File: config.mk
export PLATFORM = sky130hd
export DESIGN_NAME = brf_cmdq
export DESIGN_NICKNAME = d
export VERILOG_FILES = /design/src/rtl/brf_pkg.sv /design/src/rtl/brf_cmdq.sv
export SDC_FILE = /design/constraint.sdc
export NUM_CORES = 1
export LEC_CHECK = 0
export ABC_CLOCK_PERIOD_IN_PS = 6750
export BUFFER_PORTS_ARGS = -buffer_cell sky130_fd_sc_hd__buf_2
export CAP_MARGIN = 40
export CORE_AREA = 3 3 80 157
export CTS_CLUSTER_DIAMETER = 100
export DETAILED_ROUTE_END_ITERATION = 12
export DIE_AREA = 0 0 83 160
export GPL_ROUTABILITY_DRIVEN = 1
export PLACE_DENSITY = 0.7
export SETUP_SLACK_MARGIN = 0.02
export SYNTH_ARGS = -nofsm -noshare
export SYNTH_HDL_FRONTEND = slang
export SYNTH_SLANG_ARGS = --single-unit
File: constraint.sdc
create_clock -name clk -period 6.75 [get_ports clk]
set_input_delay 1.35 -clock clk [delete_from_list [all_inputs] [get_ports clk]]
set_output_delay 1.35 -clock clk [all_outputs]
set_load 0.02 [all_outputs]
File: src/rtl/brf_pkg.sv
// Shared constants for the byte ring FIFO: default sizes, field widths,
// request codes and back-end command kinds. No dependencies.
package brf_pkg;

    localparam int BRF_DEPTH     = 1024;
    localparam int BRF_MAX_BURST = 64;
    localparam int BRF_QDEPTH    = 4;

    localparam int BRF_FUNC_W = 2;
    localparam int BRF_LEN_W  = 7;
    localparam int BRF_BYTE_W = 8;
    localparam int BRF_IN_W   = 16;

    localparam logic [BRF_FUNC_W-1:0] FUNC_ENQ  = 2'd0;
    localparam logic [BRF_FUNC_W-1:0] FUNC_DEQ  = 2'd1;
    localparam logic [BRF_FUNC_W-1:0] FUNC_PEEK = 2'd2;
    localparam logic [BRF_FUNC_W-1:0] FUNC_CLR  = 2'd3;

    localparam logic CMD_RESULT = 1'b0;
    localparam logic CMD_READ   = 1'b1;

endpackage

File: src/rtl/brf_cmdq.sv
// Short command queue between the front and back ends of the ring FIFO.
// Depends on brf_pkg.
module brf_cmdq
    import brf_pkg::*;
#(
    parameter int W      = 32,
    parameter int QDEPTH = BRF_QDEPTH
)
(
    input  logic         clk,
    input  logic         rst_n,
    input  logic         push,
    input  logic [W-1:0] push_data,
    output logic         full,
    input  logic         pop,
    output logic [W-1:0] pop_data,
    output logic         empty
);

    localparam int QP_W = (QDEPTH > 1) ? $clog2(QDEPTH) : 1;
    localparam int QC_W = $clog2(QDEPTH + 1);

    logic [W-1:0]    mem_reg [QDEPTH];
    logic [QP_W-1:0] wptr_reg, wptr_next;
    logic [QP_W-1:0] rptr_reg, rptr_next;
    logic [QC_W-1:0] cnt_reg, cnt_next;
    logic            do_push, do_pop;

    assign full     = cnt_reg == QC_W'(QDEPTH);
    assign empty    = cnt_reg == '0;
    assign do_push  = push && !full;
    assign do_pop   = pop && !empty;
    assign pop_data = mem_reg[rptr_reg];

    always_comb
    begin
        wptr_next = wptr_reg;
        rptr_next = rptr_reg;
        cnt_next  = cnt_reg;
        if (do_push)
        begin
            wptr_next = (wptr_reg == QP_W'(QDEPTH - 1)) ? '0 : wptr_reg + 1'b1;
        end
        if (do_pop)
        begin
            rptr_next = (rptr_reg == QP_W'(QDEPTH - 1)) ? '0 : rptr_reg + 1'b1;
        end
        if (do_push && !do_pop)
        begin
            cnt_next = cnt_reg + 1'b1;
        end
        else if (do_pop && !do_push)
        begin
            cnt_next = cnt_reg - 1'b1;
        end
    end

    always_ff @(posedge clk or negedge rst_n)
    begin
        if (!rst_n)
        begin
            wptr_reg <= '0;
            rptr_reg <= '0;
            cnt_reg  <= '0;
        end
        else
        begin
            wptr_reg <= wptr_next;
            rptr_reg <= rptr_next;
            cnt_reg  <= cnt_next;
        end
    end

    always_ff @(posedge clk)
    begin
        if (do_push)
        begin
            mem_reg[wptr_reg] <= push_data;
        end
    end

endmodule

==> metrics.csv <==
stage,metric,value,unit
run_status,result of the run,"complete, no violations",
worst_setup_path,Crit path arrival time,2.09,ns
placed_design,RD Place Congestion,0.664,
layout,number of flip-flops under the largest register name,128,
worst_setup_path,CP required,5.40,ns
drt,number of DRC violations after detailed-routing iteration 0,128,
synth,count of different cell masters after synthesis,21,
global_route,number of global-route vias before repair,2651,
worst_setup_path,Critical path origin,rptr_reg[0],
global_route,combined global-route utilization of all metal layers,14.5,%
worst_setup_path,kind of end point of the critical path,output pin,
placed_design,count of port buffers added during placement,69,
synth,total of warnings raised by yosys,0,
floorplanning,starting utilization of the core area,44.5,%
synth,flip-flop and latch count after synthesis,135,
floorplanning,number of placement rows,55,
synth,share of the yosys chip area belonging to registers,79.0,%
drt,total DRC errors in the routed layout,0,
clocking,count of buffers added by post-CTS timing repair for setup,0,
job,number of max-cap violations,0,
worst_hold_path,hold path startpoint,cnt_reg[2],
drt,vias,2301,
layout,Layout Utilization,54.8,%
layout,Final Net Count,334,
clocking,post-cts hold buffer count,0,
synth,mean cell area of the mapped netlist,24.8,sq um
worst_setup_path,RR Startpoint,cnt_reg[0],
global_route,initial antenna violation count,1,
sta,maximum clock frequency,291,MHz
drt,DRT Wirelength,8.71,mm
clocking,number of sinks on the clock net,135,
synth,synthesized netlist cell count,205,
floorplanning,I/O pins,70,
worst_setup_path,critical setup path kind,register to output pin,
drt,count of TritonRoute iterations in the first routing pass,4,
sta,Worst Skew,0.00784,ns
sta,time the final worst path needs with I/O delays and setup,3.44,ns
layout,area added between synthesis and finish,23.2,%
synth,Synth Net Count,248,
placed_design,"number of placed instances, taps included",414,
floorplanning,Vert. Die Dim,160,um
pwr,power per cell area,473,nW/um^2
layout,number of standard cells in the final layout excluding fillers,447,
sta,Slew headroom,55.0,%
sta,count of endpoints failing hold in the final timing report,0,
global_route,maximum number of pins on one net before global-route repair,36,
sta,share of the cycle needed by the critical path after routing,51.0,%
clocking,latest clock arrival within the worst-skew pair,0.41,ns
global_route,Overflow after GRT,0,
sta,"Setup violations, final",0,
clocking,post-cts resize count,0,
floorplanning,width of the die,83,um
pwr,Lkg Pwr,2.21,nW
clocking,clock tree root buffer cell,sky130_fd_sc_hd__clkbuf_16,
drt,Avg Vias per Cell,5.15,
pwr,Max rail drop VDD,0.272,mV
sta,RSZ-0062 raised after global routing,false,
clocking,Inserted Clock Buffers,17,
layout,most frequent cells in the layout,"sky130_fd_sc_hd__edfxtp_1 (128), sky130_fd_sc_hd__buf_2 (69), sky130_fd_sc_hd__mux4_2 (32)",
floorplanning,core footprint,11400,sq um
layout,share of layout cells above drive strength 1,49.3,%
worst_setup_path,"critical path fanouts, max",35,
layout,"most common cell after layout, fill and taps aside",sky130_fd_sc_hd__edfxtp_1,
sta,TNS Setup,0,ns
sta,max-slew violation total from the final report,0,
placed_design,estimated wirelength of the detail-placed design,5.58,mm
drt,Antenna Nets Post-Route,0,
synth,netlist area before placement,5080,sq um
clocking,H-Tree Level Count,4,
sta,actual slew at the worst max-slew pin,0.675,ns
drt,average detailed-routed wire length per instance,19.5,um
clocking,clock slew at reported path FFs,0.06,ns
global_route,wire length of the first global-routing pass,14.3,mm
worst_setup_path,startpoint type of the worst setup path,register,
clocking,CTS tree,yes,
worst_hold_path,HP Class,register to register,
floorplanning,DIE AREA,13300,sq um
clocking,"buffers from clock root to sink, at most",2,
area by class of cell:
| type | instances | area, sq um |
|---|---|---|
| multi-input combinational | 59 | 1000 |
| tap | 142 | 178 |
| inverter | 3 | 11.3 |
| antenna | 1 | 2.50 |
| clock inverter | 15 | 156 |
| sequential | 135 | 4020 |
| clock buffer | 17 | 425 |
| timing repair buffer | 75 | 468 |
| fill | 916 | 5160 |
power breakdown:
part,leakage (nW),total [mW],internal (mW),switching (mW)
logic,0.675,0.886,0.392,0.494
registers,1.25,1.19,1.11,0.0769
clock network,0.283,0.891,0.523,0.368
routing by layer:
layer | GRT usage [%] | vias to the layer above | part of all wire (%)
li1 | - | 1035 | -
met1 | 15.8 | 1205 | 37
met2 | 25.0 | 50 | 57
met3 | 4.08 | 11 | 4.2
met4 | 8.41 | 0 | 2.1
met5 | 0 | - | 0
through the flow:
stage / instance area [sq um] / power (mW) / setup WS [ns] / hold slack [ns]
5_1_grt: 6260 / 3.11 / 3.15 / 0.563
2_1_floorplan: 5080 / 1.82 / 3.57 / 0.501
3_5_place_dp: 5680 / 2.12 / 3.67 / 0.534
6_report: 6260 / 2.96 / 3.31 / 0.535
4_1_cts: 6260 / 3.02 / 3.23 / 0.539
3_3_place_gp: 5570 / 2.05 / 3.69 / 0.520
critical path, cell delays in order (launching register included):
cell	delay, ns
sky130_fd_sc_hd__dfrtp_2	0.34
sky130_fd_sc_hd__buf_4	0.55
sky130_fd_sc_hd__mux4_2	0.61
sky130_fd_sc_hd__buf_2	0.18
cells by family after synthesis:
kind of cell               synth area share (%)
DFF                                        79.0
muxes                                      15.2
buffers and inverters                      1.48
and+or+nand+nor                            1.50
adders and majority gates                  1.87
xor gates and xnor gates                  0.517
AOI/OAI and AO/OA                         0.394
Yosys cell counts, drive strengths merged:
| master | instances | share of area (%) |
|---|---|---|
| nor2 | 3 | 0.22 |
| fa | 1 | 0.39 |
| inv | 3 | 0.22 |
| mux2 | 4 | 1.0 |
| clkbuf | 1 | 0.074 |
| nand2 | 1 | 0.074 |
| xnor2 | 1 | 0.17 |
| o31ai | 1 | 0.25 |
| ha | 6 | 1.5 |
| edfxtp | 128 | 76 |
| xor2 | 2 | 0.34 |
| a21o | 1 | 0.15 |
| nor3 | 2 | 0.20 |
| dfrtp | 7 | 3.4 |
| buf | 7 | 1.2 |
| nor3b | 1 | 0.37 |
| and2 | 3 | 0.37 |
| nor2b | 1 | 0.27 |
| mux4 | 32 | 14 |
final timing paths:
path                                end  slack (ns)  cells after the start
max reg2reg                  cnt_reg[2]        4.61                      7
min reg2reg                  cnt_reg[2]        0.54                      1
min                          cnt_reg[2]        0.54                      1
max in group asynchronous   rptr_reg[1]        5.80                      1
min in group asynchronous    cnt_reg[0]        0.77                      1
max                        pop_data[14]        3.31                      3
Power figures use the tool's default switching activity.
