<file path="src/rtl/brf_pkg.sv">
// Shared constants for the byte ring FIFO: default sizes, field widths,
// request codes and back-end command kinds. No dependencies.
package brf_pkg;

    localparam int BRF_DEPTH     = 1024;
    localparam int BRF_MAX_BURST = 64;
    localparam int BRF_QDEPTH    = 4;

    localparam int BRF_FUNC_W = 2;
    localparam int BRF_LEN_W  = 7;
    localparam int BRF_BYTE_W = 8;
    localparam int BRF_IN_W   = 16;

    localparam logic [BRF_FUNC_W-1:0] FUNC_ENQ  = 2'd0;
    localparam logic [BRF_FUNC_W-1:0] FUNC_DEQ  = 2'd1;
    localparam logic [BRF_FUNC_W-1:0] FUNC_PEEK = 2'd2;
    localparam logic [BRF_FUNC_W-1:0] FUNC_CLR  = 2'd3;

    localparam logic CMD_RESULT = 1'b0;
    localparam logic CMD_READ   = 1'b1;

endpackage

</file>
<file path="src/rtl/brf_front.sv">
// Front end of the ring FIFO: takes requests, keeps pointers, use count and
// burst state, writes enqueue bytes and queues back-end commands. Depends on brf_pkg.
module brf_front
    import brf_pkg::*;
#(
    parameter int DEPTH     = BRF_DEPTH,
    parameter int MAX_BURST = BRF_MAX_BURST,
    parameter int PTR_W     = $clog2(BRF_DEPTH),
    parameter int CNT_W     = $clog2(BRF_DEPTH + 1),
    localparam int CMD_W    = 1 + PTR_W + 2 * BRF_LEN_W + 2 * CNT_W
)
(
    input  logic                  clk,
    input  logic                  rst_n,
    input  logic                  in_valid,
    output logic                  in_ready,
    input  logic [BRF_FUNC_W-1:0] func,
    input  logic [BRF_LEN_W-1:0]  length,
    input  logic [BRF_BYTE_W-1:0] data,
    input  logic                  q_full,
    output logic                  q_push,
    output logic [CMD_W-1:0]      q_cmd,
    input  logic                  rd_fin,
    output logic                  wr_en,
    output logic [PTR_W-1:0]      wr_addr,
    output logic [BRF_BYTE_W-1:0] wr_data
);

    localparam int CW    = (CNT_W > BRF_LEN_W) ? CNT_W : BRF_LEN_W;
    localparam int SUM_W = CW + 1;
    localparam int RP_W  = $clog2(BRF_QDEPTH + 2);

    typedef struct packed {
        logic                 kind;
        logic [PTR_W-1:0]     ptr;
        logic [BRF_LEN_W-1:0] len;
        logic [BRF_LEN_W-1:0] done;
        logic [CNT_W-1:0]     used;
        logic [CNT_W-1:0]     free;
    } cmd_t;

    logic [PTR_W-1:0]     wptr_reg, wptr_next;
    logic [PTR_W-1:0]     rptr_reg, rptr_next;
    logic [CNT_W-1:0]     use_reg, use_next;
    logic [BRF_LEN_W-1:0] left_reg, left_next;
    logic                 ok_reg, ok_next;
    logic [BRF_LEN_W-1:0] blen_reg, blen_next;
    logic [RP_W-1:0]      pend_reg, pend_next;

    cmd_t                 cmd;
    logic                 accept;
    logic                 push_read;
    logic [CNT_W-1:0]     free_now;
    logic [CW-1:0]        len_x, use_x, free_x;
    logic                 max_ok, first;
    logic                 e_ok;
    logic [BRF_LEN_W-1:0] e_len, e_left, e_left_new;
    logic [PTR_W-1:0]     wptr_adv;
    logic [CNT_W-1:0]     use_inc, use_sub, e_use;
    logic                 r_bad;
    logic [SUM_W-1:0]     rsum;
    logic [PTR_W-1:0]     rptr_adv;

    assign in_ready = !q_full && !(func == FUNC_ENQ && pend_reg != '0);
    assign accept   = in_valid && in_ready;

    assign free_now = CNT_W'(DEPTH) - use_reg;
    assign len_x    = CW'(length);
    assign use_x    = CW'(use_reg);
    assign free_x   = CW'(free_now);
    assign max_ok   = length <= BRF_LEN_W'(MAX_BURST);
    assign first    = left_reg == '0;

    assign e_ok       = first ? (length != '0 && max_ok && len_x <= free_x) : ok_reg;
    assign e_len      = first ? length : blen_reg;
    assign e_left     = first ? ((length != '0) ? length : BRF_LEN_W'(1)) : left_reg;
    assign e_left_new = e_left - 1'b1;
    assign wptr_adv   = (wptr_reg == PTR_W'(DEPTH - 1)) ? '0 : wptr_reg + 1'b1;
    assign use_inc    = use_reg + 1'b1;
    assign e_use      = e_ok ? use_inc : use_reg;

    assign r_bad    = length == '0 || !max_ok || len_x > use_x;
    assign rsum     = SUM_W'(rptr_reg) + SUM_W'(length);
    assign rptr_adv = (rsum >= SUM_W'(DEPTH)) ? PTR_W'(rsum - SUM_W'(DEPTH)) : PTR_W'(rsum);
    assign use_sub  = use_reg - CNT_W'(length);

    assign wr_addr = wptr_reg;
    assign wr_data = data;
    assign q_cmd   = cmd;

    always_comb
    begin
        wptr_next = wptr_reg;
        rptr_next = rptr_reg;
        use_next  = use_reg;
        left_next = left_reg;
        ok_next   = ok_reg;
        blen_next = blen_reg;
        wr_en     = 1'b0;
        q_push    = 1'b0;
        push_read = 1'b0;
        cmd.kind  = CMD_RESULT;
        cmd.ptr   = rptr_reg;
        cmd.len   = BRF_LEN_W'(1);
        cmd.done  = '0;
        cmd.used  = use_reg;
        cmd.free  = free_now;
        if (accept)
        begin
            case (func)
                FUNC_ENQ:
                begin
                    left_next = e_left_new;
                    ok_next   = e_ok;
                    blen_next = e_len;
                    if (e_ok)
                    begin
                        wr_en     = 1'b1;
                        wptr_next = wptr_adv;
                        use_next  = use_inc;
                    end
                    if (e_left_new == '0)
                    begin
                        q_push    = 1'b1;
                        cmd.done  = e_ok ? e_len : '0;
                        cmd.used  = e_use;
                        cmd.free  = CNT_W'(DEPTH) - e_use;
                    end
                end
                FUNC_DEQ, FUNC_PEEK:
                begin
                    q_push = 1'b1;
                    if (!r_bad)
                    begin
                        push_read = 1'b1;
                        cmd.kind  = CMD_READ;
                        cmd.len   = length;
                        cmd.done  = length;
                        if (func == FUNC_DEQ)
                        begin
                            rptr_next = rptr_adv;
                            use_next  = use_sub;
                            cmd.used  = use_sub;
                            cmd.free  = CNT_W'(DEPTH) - use_sub;
                        end
                    end
                end
                FUNC_CLR:
                begin
                    q_push    = 1'b1;
                    wptr_next = '0;
                    rptr_next = '0;
                    use_next  = '0;
                    left_next = '0;
                    ok_next   = 1'b0;
                    cmd.used  = '0;
                    cmd.free  = CNT_W'(DEPTH);
                end
                default:
                begin
                    q_push = 1'b0;
                end
            endcase
        end
    end

    always_comb
    begin
        pend_next = pend_reg;
        if (push_read && !rd_fin)
        begin
            pend_next = pend_reg + 1'b1;
        end
        else if (rd_fin && !push_read)
        begin
            pend_next = pend_reg - 1'b1;
        end
    end

    always_ff @(posedge clk or negedge rst_n)
    begin
        if (!rst_n)
        begin
            wptr_reg <= '0;
            rptr_reg <= '0;
            use_reg  <= '0;
            left_reg <= '0;
            ok_reg   <= 1'b0;
            blen_reg <= '0;
            pend_reg <= '0;
        end
        else
        begin
            wptr_reg <= wptr_next;
            rptr_reg <= rptr_next;
            use_reg  <= use_next;
            left_reg <= left_next;
            ok_reg   <= ok_next;
            blen_reg <= blen_next;
            pend_reg <= pend_next;
        end
    end

endmodule

</file>
<file path="config.mk">
export PLATFORM = sky130hd
export DESIGN_NAME = brf_front
export DESIGN_NICKNAME = d
export VERILOG_FILES = /design/src/rtl/brf_pkg.sv /design/src/rtl/brf_front.sv
export SDC_FILE = /design/constraint.sdc
export NUM_CORES = 1
export LEC_CHECK = 0
export ABC_AREA = 1
export BUFFER_PORTS_ARGS = -buffer_cell sky130_fd_sc_hd__buf_2
export CAP_MARGIN = 20
export CORE_MARGIN = 2
export CORE_UTILIZATION = 53
export CTS_CLUSTER_DIAMETER = 120
export DETAILED_ROUTE_END_ITERATION = 10
export PLACE_DENSITY = 0.78
export SLEW_MARGIN = 20
export SYNTH_ARGS = -nofsm -noshare
export SYNTH_HDL_FRONTEND = slang
export SYNTH_SLANG_ARGS = --single-unit
</file>
<file path="constraint.sdc">
create_clock -name clk -period 3.6 [get_ports clk]
set_input_delay 0.18 -clock clk [delete_from_list [all_inputs] [get_ports clk]]
set_output_delay 0.18 -clock clk [all_outputs]
set_load 0.1 [all_outputs]
</file>
==> metrics.txt <==
status finished, violations left; failing checks negative setup slack; cell taking the most area after synthesis dfrtp_1; crit path launch use_reg[0]$_DFFE_PN0P_; EDFF count, synth 0; Ant. Diodes 0; Cell Count, Final, Fillers Out 1160; placed cells 1121; critical path arrival 3.42 ns; Vert. Die Dim 108 µm; post-DP HPWL 14.5 mm; Async S/R FF share, synth 100%; share of the synthesized area in the top cell type 21.3%; clock transition at the registers of the reported paths 0.11 ns; H-tree depth reported by CTS 2; post-synthesis sequential area ratio 21.3%; reg2reg start use_reg[2]$_DFFE_PN0P_; Max Clock Skew 0.0109 ns; Max Cap Viol 0; Synth Area per Inst 6.32 µm²; Initial Util 53.8%; synthesized flop and latch total 49; Routed wire per std cell 17.2 µm; Chip Width 108 µm; Least-Margin Pin Slew 0.703 ns; vias in the first global route 6180; Post-Place Worst Slack 0.161 ns; design area 7810 µm²; Warnings, synthesis 0; Detailed Route WL 20.0 mm; Pleak 3.69 nW; Post-Syn Instances 912; post-layout min period 3.60 ns; TritonCTS clock tree built; global-route total usage across every layer 34.0%; number of port buffers 73; die area 11700 µm²; I/O pins 90; fin nets 1074; count leader, synth nand2_1; vias per std cell 5.87; Setup crit end kind primary output; largest net degree at the start of global routing 50; synth unique cells 50; core box area 10700 µm²; routability congestion estimate 1.02; WS Path Type reg2out; First DRT Iteration DRCs 634; hold wc startpoint rd_fin; worst skew pair latency 0.33 ns; # rows 38; Worst IR Drop VDD 0.687 mV; via count 6807; worst min path class in2reg; post-synth design cell area 5760 µm²; fin crit share 100%; antenna violations before repair 0; first drt pass iteration count 6; Largest register FFs 11; synth cell count leaders nand2_1 (211), inv_1 (112), nor2_1 (102), o21ai_0 (74), nand3_1 (68); CTS root buffer clkbuf_8; RSZ-0062 raised after global routing true; layout cells sized above 1 30.5%; Hold Fails Final Rpt 0; drt drc 0; power density over the cells 1040 nW/µm²; CTS Buf Count 5; final worst slack -0.00260 ns; clk sinks 49; first-pass GRT wire length 31.1 mm; Worst slew margin 53.1%; CTS Buffer Depth 2; synthesized netlist net count 967; Area after DPL 7040 µm²; Setup violations, final 1; Most used DFF post-synth dfrtp_1; f_max 0.278 GHz; post-route ant nets 0; gr ovfl total 0; synth top area cells dfrtp_1 (21%), nand2_1 (14%), inv_1 (7.3%); CP Data Required Time 3.42 ns; Critical Path Fanout Max 5; Final Max Tran Viols 0; Area Overhead vs Synth 35.6%; CP startpoint kind register
power by group:
| group | internal [mW] | switching [mW] |
|---|---|---|
| Sequential | 0.776 | 0.251 |
| Clock | 0.213 | 0.238 |
| Combinational | 2.27 | 4.38 |
stage by stage:
stage	power [mW]	hold WS [ns]	setup TNS (ns)	utilization (%)
final	8.12	0.276	-0.00260	73.0
after global routing	8.57	0.334	-1.78	73.0
after CTS	7.43	0.276	0	69.3
after detailed placement	6.62	0.344	0	65.8
after global placement	6.59	0.335	0	65.8
after floorplan	5.16	-0.116	-0.118	-
worst paths after layout:
path | slack (ns) | depth (start not counted) | to
setup / recovery | -0.003 | 27 | q_cmd[8]
hold / removal | 0.28 | 4 | pend_reg[0]$_DFFE_PN0P_
setup reg to reg | 0.26 | 13 | pend_reg[1]$_DFFE_PN0P_
hold reg to reg | 0.48 | 1 | pend_reg[2]$_DFFE_PN0P_
max in group asynchronous | 2.63 | 3 | use_reg[1]$_DFFE_PN0P_
min in group asynchronous | 0.49 | 3 | use_reg[9]$_DFFE_PN0P_
routing by layer:
layer	wire (µm)	vias to the layer above	GRT usage, %
li1	-	3193	-
met1	7690	3128	43.9
met2	9600	413	57.8
met3	2010	73	3.80
met4	699	0	14.0
met5	0	-	0
final cells by class:
| cell class | instances | area (µm²) |
|---|---|---|
| Clock buffer | 5 | 68.8 |
| Clock inverter | 3 | 47.5 |
| Fill cell | 888 | 2890 |
| Inverter | 121 | 464 |
| Multi-Input combinational cell | 701 | 4320 |
| Sequential cell | 49 | 1230 |
| Tap cell | 140 | 175 |
| Timing Repair Buffer | 141 | 1500 |
timing repair:
action / in CTS / in global routing
setup endpoints to repair: 23 / 38
resized for setup: 32 / 78
endpoints found under the hold margin: 36 / 0
cloned: 1 / 0
pin swaps: 22 / 41
setup buffers: 10 / 19
hold buffers: 1 / 0
logic make-up (layout without fill, tap and decap cells):
kind of cell | Yosys count | in the layout | synth area share [%]
fa+ha+maj | 33 | 33 | 7.56
compound gates | 184 | 184 | 18.4
flops | 49 | 49 | 21.3
xor+xnor | 29 | 29 | 4.41
mux | 1 | 1 | 0.195
buf+inv | 162 | 270 | 12.3
simple gates | 454 | 454 | 35.9
critical path, stage by stage, from the launching register on:
cell and delay [ns]:
dfrtp_1 0.40, inv_2 0.10, ha_4 0.16, inv_2 0.05, nor2_4 0.12, nor2_2 0.05
inv_2 0.06, ha_4 0.20, a21oi_2 0.15, o21ai_2 0.06, nand2_1 0.08, nand3_2 0.06
nand3_2 0.07, nand2_2 0.05, nand2_2 0.07, nand2_4 0.07, buf_4 0.16, nand3_1 0.10
nand2_4 0.10, nor2_4 0.19, nand2_4 0.08, nor2_4 0.12, nand2_1 0.07, nand2_1 0.10
nand3_2 0.09, nand2_2 0.09, nand2_4 0.05, buf_12 0.16
layout by cell type (no fill, tap or decap), types with 37 or more instances in the layout:
cell,n
buf_12,38
inv_1,101
nand3_1,60
o21ai_0,59
nand2_2,37
nand2_1,184
buf_4,57
a21oi_1,44
dfrtp_1,45
nor2_1,75
Note: power is estimated with default switching activity, not from simulation.
