--- config.mk ---
export PLATFORM = sky130hd
export DESIGN_NAME = brf_back
export DESIGN_NICKNAME = d
export VERILOG_FILES = /design/src/rtl/brf_pkg.sv /design/src/rtl/brf_back.sv
export SDC_FILE = /design/constraint.sdc
export NUM_CORES = 1
export LEC_CHECK = 0
export BUFFER_PORTS_ARGS = -buffer_cell sky130_fd_sc_hd__buf_4
export CORE_MARGIN = 2
export CORE_UTILIZATION = 48
export DETAILED_ROUTE_END_ITERATION = 12
export GPL_TIMING_DRIVEN = 0
export HOLD_SLACK_MARGIN = 0.1
export PLACE_DENSITY = 0.88
export SYNTH_ARGS = -nofsm -noshare
export SYNTH_HDL_FRONTEND = slang
export SYNTH_SLANG_ARGS = --single-unit
--- constraint.sdc ---
create_clock -name clk -period 2.46 [get_ports clk]
set_clock_uncertainty 0.05 [all_clocks]
set_input_delay 0.369 -clock clk [delete_from_list [all_inputs] [get_ports clk]]
set_output_delay 0.369 -clock clk [all_outputs]
set_load 0.02 [all_outputs]
--- src/rtl/brf_pkg.sv ---
// Shared constants for the byte ring FIFO: default sizes, field widths,
// request codes and back-end command kinds. No dependencies.
package brf_pkg;

    localparam int BRF_DEPTH     = 1024;
    localparam int BRF_MAX_BURST = 64;
    localparam int BRF_QDEPTH    = 4;

    localparam int BRF_FUNC_W = 2;
    localparam int BRF_LEN_W  = 7;
    localparam int BRF_BYTE_W = 8;
    localparam int BRF_IN_W   = 16;

    localparam logic [BRF_FUNC_W-1:0] FUNC_ENQ  = 2'd0;
    localparam logic [BRF_FUNC_W-1:0] FUNC_DEQ  = 2'd1;
    localparam logic [BRF_FUNC_W-1:0] FUNC_PEEK = 2'd2;
    localparam logic [BRF_FUNC_W-1:0] FUNC_CLR  = 2'd3;

    localparam logic CMD_RESULT = 1'b0;
    localparam logic CMD_READ   = 1'b1;

endpackage

--- src/rtl/brf_back.sv ---
// Back end of the ring FIFO: pops commands, streams read bytes from the
// store into the output register, or emits single result items. Depends on brf_pkg.
module brf_back
    import brf_pkg::*;
#(
    parameter int DEPTH  = BRF_DEPTH,
    parameter int PTR_W  = $clog2(BRF_DEPTH),
    parameter int CNT_W  = $clog2(BRF_DEPTH + 1),
    localparam int CMD_W = 1 + PTR_W + 2 * BRF_LEN_W + 2 * CNT_W
)
(
    input  logic                  clk,
    input  logic                  rst_n,
    input  logic                  q_empty,
    output logic                  q_pop,
    input  logic [CMD_W-1:0]      q_cmd,
    output logic                  rd_en,
    output logic [PTR_W-1:0]      rd_addr,
    input  logic [BRF_BYTE_W-1:0] rd_data,
    output logic                  rd_fin,
    output logic                  out_valid,
    input  logic                  out_ready,
    output logic [BRF_BYTE_W-1:0] out_byte,
    output logic                  has_byte,
    output logic [BRF_LEN_W-1:0]  done_count,
    output logic                  last,
    output logic [CNT_W-1:0]      used_count,
    output logic [CNT_W-1:0]      free_count
);

    typedef struct packed {
        logic                 kind;
        logic [PTR_W-1:0]     ptr;
        logic [BRF_LEN_W-1:0] len;
        logic [BRF_LEN_W-1:0] done;
        logic [CNT_W-1:0]     used;
        logic [CNT_W-1:0]     free;
    } cmd_t;

    cmd_t                 cmd;
    logic                 act_reg, act_next;
    logic                 kind_reg;
    logic [PTR_W-1:0]     ptr_reg, ptr_next;
    logic [BRF_LEN_W-1:0] left_reg, left_next;
    logic [BRF_LEN_W-1:0] done_reg;
    logic [CNT_W-1:0]     used_reg, free_reg;
    logic                 ov_reg, ov_next;
    logic                 has_reg;
    logic [BRF_LEN_W-1:0] odone_reg;
    logic                 olast_reg;
    logic [CNT_W-1:0]     oused_reg, ofree_reg;
    logic                 issue, is_last;

    assign cmd     = q_cmd;
    assign issue   = act_reg && (!ov_reg || out_ready);
    assign is_last = left_reg == BRF_LEN_W'(1);
    assign q_pop   = !act_reg && !q_empty;
    assign rd_en   = issue && kind_reg == CMD_READ;
    assign rd_addr = ptr_reg;
    assign rd_fin  = rd_en && is_last;

    assign out_valid  = ov_reg;
    assign out_byte   = has_reg ? rd_data : '0;
    assign has_byte   = has_reg;
    assign done_count = odone_reg;
    assign last       = olast_reg;
    assign used_count = oused_reg;
    assign free_count = ofree_reg;

    always_comb
    begin
        act_next  = act_reg;
        ptr_next  = ptr_reg;
        left_next = left_reg;
        ov_next   = ov_reg;
        if (q_pop)
        begin
            act_next  = 1'b1;
            ptr_next  = cmd.ptr;
            left_next = (cmd.kind == CMD_READ) ? cmd.len : BRF_LEN_W'(1);
        end
        else if (issue)
        begin
            ptr_next  = (ptr_reg == PTR_W'(DEPTH - 1)) ? '0 : ptr_reg + 1'b1;
            left_next = left_reg - 1'b1;
            act_next  = !is_last;
        end
        if (issue)
        begin
            ov_next = 1'b1;
        end
        else if (out_ready)
        begin
            ov_next = 1'b0;
        end
    end

    always_ff @(posedge clk or negedge rst_n)
    begin
        if (!rst_n)
        begin
            act_reg  <= 1'b0;
            ov_reg   <= 1'b0;
            left_reg <= '0;
        end
        else
        begin
            act_reg  <= act_next;
            ov_reg   <= ov_next;
            left_reg <= left_next;
        end
    end

    always_ff @(posedge clk)
    begin
        ptr_reg <= ptr_next;
        if (q_pop)
        begin
            kind_reg <= cmd.kind;
            done_reg <= cmd.done;
            used_reg <= cmd.used;
            free_reg <= cmd.free;
        end
        if (issue)
        begin
            has_reg   <= kind_reg == CMD_READ;
            odone_reg <= done_reg;
            olast_reg <= is_last;
            oused_reg <= used_reg;
            ofree_reg <= free_reg;
        end
    end

endmodule

==> key figures, run 1 <==
Outcome
  – Status: finished clean

Routing
  – Routed vias/inst: 5.06
  – Post-route ant nets: 0
  – DRC viols: 0
  – Via count: 1955
  – 1st-iter DRT viols: 85
  – Drt pass-1 iters: 4
  – Mean routed wirelength per cell: 16.6 um
  – Routed wire length: 6410 um

Power and ir drop
  – Lkg Pwr: 1.66 nW
  – Pwr Density: 1080 nW/um^2
  – VDD IR max: between 0.6 and 0.7 mV
  – Final Total Pwr: between 4 and 5 mW
  – NetSw: 1.48 mW
  – Combinational share of power: 30.0%
  – Int Pwr: 2.98 mW
  – Clk pwr share: 20.8%
  – Flop pwr share: between 40% and 50%
  – Switching Fraction: 33.2%

Floorplan
  – Cell Rows: 28
  – Core outline area: 5960 sq um
  – Die area: 6870 sq um
  – Die Wd: 82.9 um
  – Starting Density: between 50 and 60%
  – Io pins: 112
  – Die H: about 83 um

Critical path
  – Critical Path Sink Type: primary output
  – Worst setup SP type: flop
  – Critical-path cell list: or2_1 -> buf_6 -> inv_4 -> buf_6 -> buf_4
  – Most frequent cell on the critical path: buf_6
  – Slowest stage delay, CP: approximately 470 ps
  – Crit Path Class: reg2out
  – Critical Path AT: 1850 ps
  – Slowest CP cell: dfrtp_1
  – Crit path required time: 2040 ps
  – Critical path peak fanout: 40

Clock tree
  – Htree depth: 3
  – Clock buffer count from CTS: 9
  – Clock sinks: 80
  – CTS tree: built
  – Clk Latency, worst-skew pair: around 330 ps
  – Root buf cell: clkbuf_8
  – Setup bufs post-CTS: 0
  – Clock Path Buffers: 2
  – Clk pin slew, worst setup/hold paths: ~80 ps

Logic synthesis
  – Syn nets: 245
  – Syn Inst Count: approximately 180
  – Asr flop ratio synth: 11.3%
  – Synth Register Bits: 80
  – Post-synth EDFFs: 71
  – Post-Syn Area per Cell: 16.3 sq um
  – Sequential area share after synthesis: 79.0%
  – Prevailing post-synth register cell: edfxtp_1
  – Mapped Area: 2990 sq um
  – Netlist cell types: 33
  – Synthesis Warnings: 0

STA
  – Setup TNS: 0 ps
  – Achievable Freq: 441 MHz
  – Hold Vio Cnt, Final: 0
  – Rel. slew slack: 47.2%
  – Tmin final: 2270 ps
  – Final Setup Violations: 0
  – Final Slew Violations: 0
  – Worst-Margin Slew: 791 ps
  – Part of the cycle the worst path needs: between 90% and 100%
  – RSZ-0062 raised after global routing: no

Layout
  – Most common cell after layout, fill and taps aside: buf_4
  – Reg area: 2360 sq um
  – Layout Nets: 368
  – Finished Cell Area: 4120 sq um
  – Area delta synth->final: 38.1%
  – Final Util: 69.2%
  – Diodes inserted: 0
  – Area of the multi-input gates: 578 sq um
  – Fillers: between 400 and 500
  – Layout cell share with drive strength beyond 1: 43.1%
  – Most frequent cells in the layout: buf_4 (112), edfxtp_1 (71), nand2_1 (15)

Place
  – Placed wire-length estimate: between 4000 and 5000 um
  – RePlAce Congestion: between 0.8 and 0.9
  – PortBufs: ~110
  – Placed inst area: 3910 sq um

Run
  – Max Cap Violations: 0

Global route
  – GRT Util Overall: 18.9%
  – Global-route wire length before repair: 9970 um
  – Largest net degree at the start of global routing: 41
  – Vias in the first global route: 1896
  – Overflow after GRT: 0
  – Initial antenna violation count: 0

Hold path
  – HP Class: in2reg
-- Yosys cell counts, types with 2 or more instances --
| master | number | area (sq um) |
|---|---|---|
| o311ai_0 | 2 | 17.5 |
| nand2_1 | 15 | 56.3 |
| edfxtp_1 | 71 | 2130 |
| buf_4 | 2 | 15.0 |
| nor4_1 | 3 | 18.8 |
| ha_1 | 3 | 37.5 |
| or4_1 | 2 | 15.0 |
| nor3_1 | 2 | 10.0 |
| o21ai_0 | 11 | 55.1 |
| o21ai_1 | 3 | 15.0 |
| nand3_1 | 13 | 65.1 |
| a21oi_1 | 3 | 15.0 |
| xnor2_1 | 3 | 26.3 |
| nand4_1 | 3 | 18.8 |
| xor2_1 | 7 | 61.3 |
| inv_1 | 5 | 18.8 |
| and2_1 | 9 | 56.3 |
| dfrtp_1 | 9 | 225 |
| nor2_1 | 2 | 7.51 |
| or2_1 | 2 | 12.5 |
-- final timing paths --
check                           slack, ps       endpoint         from  cells past startpoint
min in group asynchronous             350    left_reg[1]        rst_n                      2
worst max-delay path                  190          q_pop      act_reg                      5
worst min register to register        370  free_count[2]  free_reg[2]                      0
worst max register to register        540     rd_addr[2]    out_valid                      3
max in group asynchronous            1880        act_reg        rst_n                      2
worst min-delay path                  160    free_reg[1]     q_cmd[1]                      1
-- metal layers --
layer | vias to the layer above | wire (um) | share of wire [%] | track usage (%)
met1 | 931 | 2590 | 40 | 23.8
met4 | 0 | 111 | 1.7 | 7.30
met2 | 79 | 3260 | 51 | 31.3
met5 | - | 0 | 0 | 0
li1 | 934 | - | - | -
met3 | 11 | 443 | 6.9 | 4.97
-- logic make-up after synthesis --
family / Yosys count / share of synthesized area [%]
DFF: 80 / 79.0
AOI/OAI and AO/OA: 22 / 4.23
buffers and inverters: 9 / 1.72
and+or+nand+nor: 59 / 10.9
xor gates and xnor gates: 10 / 2.93
adders and majority gates: 3 / 1.26
-- final cells by class --
cell class	instances	share of cell area [%]
plain buffers	3	0.728
clock buffers	9	3.00
clock inverters	7	1.73
inverters	6	0.607
multi-input cells	94	14.0
flip-flops and latches	80	57.2
well taps	75	2.28
repair buffers	112	20.5
-- worst max-delay path: cells and delay by family, from the launching register on --
kind          cells  cell delay (ps)
buf+inv           4              770
flops             1              470
simple gates      1              250
-- per-stage QoR --
stage / setup slack [ps] / std cells / hold slack, ps
2_1_floorplan: 338 / 183 / 23.4
3_3_place_gp: 18.6 / 369 / 149
3_5_place_dp: -89.8 / 369 / 153
4_1_cts: 47.4 / 386 / 146
5_1_grt: 81.1 / 386 / 138
6_report: 191 / 386 / 158
-- power groups by stage --
stage | sequential (mW) | combinational, mW | clock, mW
2_1_floorplan | 2.43 | 0.505 | 0
3_3_place_gp | 2.19 | 1.30 | 0
3_5_place_dp | 2.22 | 1.35 | 0
4_1_cts | 2.19 | 1.36 | 0.946
5_1_grt | 2.24 | 1.45 | 1.01
6_report | 2.19 | 1.34 | 0.927
-- what timing repair did --
action                     CTS  global route
gates resized for setup      1             1
setup endpoints to repair   10             1
hold endpoints to repair     9             0
hold buffers                 1             0
pin swaps                    0             0
gates cloned                 0             0
No activity file was read; power rests on OpenSTA's default activity.
==> run 2, diff against run 1 <==
- CORE_UTILIZATION: 48 -> 25
- PLACE_DENSITY: 0.88 -> 0.56
- SLEW_MARGIN: unset -> 20
==> run 2 against run 1 <==
  * Clock power up 55%
  * Combinational power hardly changed
  * Critical endpoint unchanged
  * Via count fell by 0.51%
  * Design area increased by 6.0%
  * Power up 12%
  * Sequential cell count unchanged
==> key figures, run 2 (synthesized netlist as in run 1, its figures left out) <==
STA
  – Tmin final: 2280 ps (+7.59 ps)
  – Worst-Margin Slew: 491 ps (-300 ps)
  – Hold Vio Cnt, Final: 0 (unchanged)
  – Part of the cycle the worst path needs: 92.5% (+0.31 points)
  – Final Setup Violations: 0 (unchanged)
  – Achievable Freq: 439 MHz (-0.33%)
  – Setup TNS: 0 ps (unchanged)
  – RSZ-0062 raised after global routing: no
  – Final Slew Violations: 0 (unchanged)
  – Rel. slew slack: 66.9% (+20 points)

Critical path
  – Reg-to-reg setup timing slack: 610 ps (+70 ps)
  – Origin of the critical flop-to-flop path: rd_addr[0]
  – Critical Path AT: 1860 ps (about the same)
  – Crit Path Class: reg2out
  – Critical path peak fanout: 40 (unchanged)
  – Crit path required time: 2040 ps (about the same)
  – Critical Path Sink Type: primary output
  – Slowest CP cell: dfrtp_1
  – Slowest stage delay, CP: 460 ps (about the same)
  – Capturing point of the worst reg2reg path: rd_addr[5]
  – Critical-path cell list: or2_1 -> buf_6 -> inv_4 -> buf_6 -> buf_4
  – Worst setup SP type: flop
  – FF-to-FF path depth: 5 (+2)
  – Most frequent cell on the critical path: buf_6

Clock tree
  – Clk Latency, worst-skew pair: 330 ps (about the same)
  – Htree depth: 3 (unchanged)
  – Clk pin slew, worst setup/hold paths: 60 ps (-20 ps)
  – Root buf cell: clkbuf_16
  – Clock sinks: 80 (unchanged)
  – CTS tree: built
  – Clock buffer count from CTS: 9 (unchanged)
  – Clock Path Buffers: 2 (unchanged)
  – Setup bufs post-CTS: 0 (unchanged)

Power and ir drop
  – Lkg Pwr: 1.73 nW (+4.2%)
  – VDD IR max: 0.406 mV (-36%)
  – Pwr Density: 1150 nW/um^2 (+5.9%)
  – Final Total Pwr: 5.00 mW (+12%)

Routing
  – Routed wire length: 6590 um (+2.8%)
  – Post-route ant nets: 0 (unchanged)
  – Drt pass-1 iters: 3 (-1)
  – 1st-iter DRT viols: 57 (-33%)
  – Routed vias/inst: 4.27 (-16%)
  – Via count: 1945 (-0.51%)
  – Mean routed wirelength per cell: 14.5 um (-13%)
  – DRC viols: 0 (unchanged)

Hold path
  – Hold Path Cell Cnt: 1 (unchanged)
  – Worst Hold End: used_reg[4]
  – HP Class: in2reg
  – HP Start: q_cmd[15]

Place
  – Placed inst area: 4030 sq um (+2.9%)
  – Placed wire-length estimate: 4870 um (+6.0%)
  – RePlAce Congestion: 0.786 (-6.6%)
  – PortBufs: 111 (unchanged)
  – Placed instance count: 438 (+19%)

Layout
  – Area of the multi-input gates: 578 sq um (unchanged)
  – Fin cells: 455 (+18%)
  – Finished Cell Area: 4370 sq um (+6.0%)
  – Final Util: 37.9% (-31 points)
  – Layout Nets: 369 (+0.27%)
  – Layout cell share with drive strength beyond 1: 43.3% (+0.18 points)
  – Area delta synth->final: 46.4%
  – Most common cell after layout, fill and taps aside: buf_4
  – Most frequent cells in the layout: buf_4 (112), edfxtp_1 (71), nand2_1 (15)
  – Fillers: 1119 (+170%)
  – Diodes inserted: 0 (unchanged)
  – Reg area: 2360 sq um (unchanged)

Global route
  – Largest net degree at the start of global routing: 41 (unchanged)
  – Overflow after GRT: 0 (unchanged)
  – Most used routing layer: met2
  – Routing usage on met2: 18.1% (-13 points)
  – Vias in the first global route: 1989 (+4.9%)
  – GR Util met3: 2.68% (-2.3 points)
  – Grt met1 use: 12.5% (-11 points)
  – Global-route wire length before repair: 10300 um (+2.9%)
  – GRT Util Overall: 10.6% (-8.3 points)
  – Initial antenna violation count: 0 (unchanged)

Run
  – Max Cap Violations: 0 (unchanged)

Floorplan
  – Die H: 113 um (+37%)
  – Die area: 12800 sq um (+87%)
  – Cell Rows: 39 (+39%)
  – Starting Density: 25.9% (-24 points)
  – Die Wd: 113 um (+37%)
  – Io pins: 112 (unchanged)
  – Core outline area: 11500 sq um (+93%)

Outcome
  – Status: finished clean
==> run 2: layer usage <==
metal	wire length, um	share of wire, %	up-vias
li1	-	-	947
met1	2730	41	930
met2	3420	52	58
met3	327	5.0	10
met4	113	1.7	0
met5	0	0	-
==> run 2: critical path, delay by kind of cell (launching register included) <==
kind                   cells  cell delay (ps)
flip-flops                 1              460
AND/OR/NAND/NOR            1              250
buffers and inverters      4              810
==> run 2: worst max-delay path by stage <==
stage               from    endpoint  depth (start not counted)
4_1_cts          act_reg       q_pop                          5
3_3_place_gp   out_ready  rd_addr[0]                          4
6_report         act_reg       q_pop                          5
3_5_place_dp     q_empty       q_pop                          6
2_1_floorplan  out_valid  rd_addr[0]                          3
5_1_grt          act_reg       q_pop                          5
==> run 2: layout make-up <==
cell class	count	share of cell area, %
sequential	80	54.0
timing repair buffer	113	19.9
multi-input combinational	94	13.2
clock buffer	9	5.15
tap	143	4.10
clock inverter	7	2.38
buffer	3	0.687
inverter	6	0.573
==> run 2: what timing repair did <==
| action | 4_1_cts | 5_1_grt |
|---|---|---|
| hold buffers | 1 | 0 |
| endpoints found under the hold margin | 9 | 0 |
| endpoints found under the setup margin | 1 | 0 |
| gates resized for setup | 1 | 0 |
==> run 2: metrics by stage <==
step | setup WS [ps] | hold slack, ps
2_1_floorplan | 338 | 23.4
3_3_place_gp | -125 | 149
3_5_place_dp | 343 | 153
4_1_cts | 123 | 144
5_1_grt | 47.9 | 144
6_report | 184 | 163
==> run 2: report_power, final <==
part | internal, mW | switching [mW] | total, mW
logic | 0.592 | 0.782 | 1.37
clock network | 0.901 | 0.539 | 1.44
registers | 1.95 | 0.245 | 2.19
==> run 3, diff against run 2 <==
- clock period: 2.46 -> 2.7 ns (I/O delays scaled with it)
==> run 3 against run 2 <==
  * Power shrank 8.9%
  * Critical endpoint unchanged
  * Design area is essentially flat
  * Setup slack gained 78 ps
  * Via count is the same
  * Critical path depth is the same
  * Highest routed layer unchanged
  * Non-clock buffer count is the same
==> key figures, run 3 (synthesized netlist as in run 1, its figures left out) <==
Clock tree
  – Clock Path Buffers: 2 (unchanged)
  – Root buf cell: clkbuf_16
  – Post-CTS Resized: 0 (-1)
  – Clock buffer count from CTS: 9 (unchanged)
  – Clk Latency, worst-skew pair: 330 ps (about the same)
  – Clk pin slew, worst setup/hold paths: 60 ps (about the same)
  – CTS tree: built
  – Htree depth: 3 (unchanged)
  – Clock sinks: 80 (unchanged)

STA
  – Worst-Margin Slew: 508 ps (+17.0 ps)
  – Hold Vio Cnt, Final: 0 (unchanged)
  – Final Slew Violations: 0 (unchanged)
  – Rel. slew slack: 66.1% (-0.83 points)
  – Final Setup Violations: 0 (unchanged)
  – Setup TNS: 0 ps (unchanged)
  – Achievable Freq: approximately 410 MHz
  – RSZ-0062 raised after global routing: no
  – Tmin final: 2440 ps
  – Part of the cycle the worst path needs: 90.3%

Floorplan
  – Core outline area: 11500 sq um (unchanged)
  – Io pins: 112 (unchanged)
  – Die area: 12800 sq um (unchanged)
  – Die Wd: 113 um (unchanged)
  – Cell Rows: 39 (unchanged)
  – Starting Density: 25.9% (unchanged)
  – Die H: 113 um (unchanged)

Critical path
  – Critical path peak fanout: 40 (unchanged)
  – Most frequent cell on the critical path: buf_4
  – Critical Path Sink Type: primary output
  – Crit path required time: 2250 ps (+210 ps)
  – Crit-path leading delay family: buffers and inverters
  – Critical-path cell list: or2_1 -> buf_6 -> inv_4 -> buf_4 -> buf_4
  – Slowest stage delay, CP: 460 ps (about the same)
  – Worst setup SP type: flop
  – Slowest CP cell: dfrtp_1
  – Crit Path Class: reg2out
  – CP bufs+invs: 4 (unchanged)
  – Critical Path AT: 1980 ps (+120 ps)

Outcome
  – Status: finished clean

Global route
  – GRT Util Overall: 10.6% (unchanged)
  – Initial antenna violation count: 0 (unchanged)
  – Overflow after GRT: 0 (unchanged)
  – Vias in the first global route: 1989 (unchanged)
  – Largest net degree at the start of global routing: 41 (unchanged)
  – Global-route wire length before repair: 10300 um (unchanged)

Layout
  – Area delta synth->final: 46.2% (about the same)
  – Most frequent cells in the layout: buf_4 (113), edfxtp_1 (71), nand2_1 (15)
  – Most common cell after layout, fill and taps aside: buf_4
  – Area of the multi-input gates: 578 sq um (unchanged)
  – Fillers: 1118 (-0.089%)
  – Reg area: 2360 sq um (unchanged)
  – Final Util: 37.9% (about the same)
  – Layout cell share with drive strength beyond 1: 43.3% (unchanged)
  – Diodes inserted: 0 (unchanged)
  – Layout Nets: 369 (unchanged)

Power and ir drop
  – VDD IR max: 0.369 mV (-9.0%)
  – Final Total Pwr: 4.56 mW (-8.9%)
  – Switching Fraction: 31.3% (about the same)
  – NetSw: 1.43 mW (-8.9%)
  – Clk pwr share: 28.8% (about the same)
  – Combinational share of power: 27.4% (about the same)
  – Lkg Pwr: 1.73 nW (about the same)
  – Pwr Density: 1040 nW/um^2 (-8.8%)
  – Int Pwr: 3.13 mW (-8.9%)
  – Flop pwr share: 43.8% (about the same)

Routing
  – Drt pass-1 iters: 3 (unchanged)
  – Via count: 1945 (unchanged)
  – Mean routed wirelength per cell: 14.5 um (about the same)
  – 1st-iter DRT viols: 57 (unchanged)
  – Routed wire length: 6590 um (about the same)
  – Routed vias/inst: 4.27 (unchanged)
  – Post-route ant nets: 0 (unchanged)
  – DRC viols: 0 (unchanged)

Run
  – Max Cap Violations: 0 (unchanged)

Hold path
  – HP Class: in2reg

Place
  – RePlAce Congestion: 0.786 (unchanged)
  – Placed wire-length estimate: 4870 um (unchanged)
  – PortBufs: 111 (unchanged)
-- run 3: per-stage QoR --
| step | hold slack (ps) | instances | worst slack (ps) | instance area, sq um |
|---|---|---|---|---|
| final | 199 | 455 | 261 | 4370 |
| after global routing | 180 | 455 | 106 | 4370 |
| after CTS | 180 | 455 | 190 | 4370 |
| after detailed placement | 189 | 438 | 511 | 4030 |
| after global placement | 185 | 437 | 78.7 | 4000 |
| after floorplan | 59.4 | 183 | 578 | 2990 |
-- run 3: timing repair --
item,4_1_cts,5_1_grt
hold endpoints to repair,9,0
hold buffers,1,0
setup buffers,0,0
-- run 3: routing by layer --
metal	part of all wire, %	routed length (um)	vias to the layer above	track usage, %
li1	-	-	947	-
met1	41	2730	930	12.5
met2	52	3420	58	18.1
met3	5.0	327	10	2.68
met4	1.7	113	0	4.88
met5	0	0	-	0
-- run 3: layout make-up --
cell class              instances  area share (%)
clock buffers                   9            5.16
plain buffers                   3           0.602
well taps                     143            4.10
inverters                       6           0.573
flip-flops and latches         80            54.0
multi-input cells              94            13.2
clock inverters                 7            2.38
repair buffers                113            19.9
-- run 3: power groups by stage --
stage / combinational, mW / sequential, mW / clock (mW)
after detailed placement: 1.28 / 2.03 / 0
after CTS: 1.28 / 2.00 / 1.36
final: 1.25 / 2.00 / 1.31
after floorplan: 0.460 / 2.22 / 0
after global routing: 1.36 / 2.04 / 1.40
after global placement: 1.21 / 2.01 / 0
-- run 3: worst paths after layout --
check,from,to,slack (ps),depth (start not counted)
hold / removal,q_cmd[15],used_reg[4],200,1
hold reg to reg,done_reg[6],done_count[6],370,0
setup / recovery,act_reg,q_pop,260,5
max in group asynchronous,rst_n,left_reg[2],2070,2
setup reg to reg,act_reg,free_reg[0],840,4
min in group asynchronous,rst_n,left_reg[5],380,2
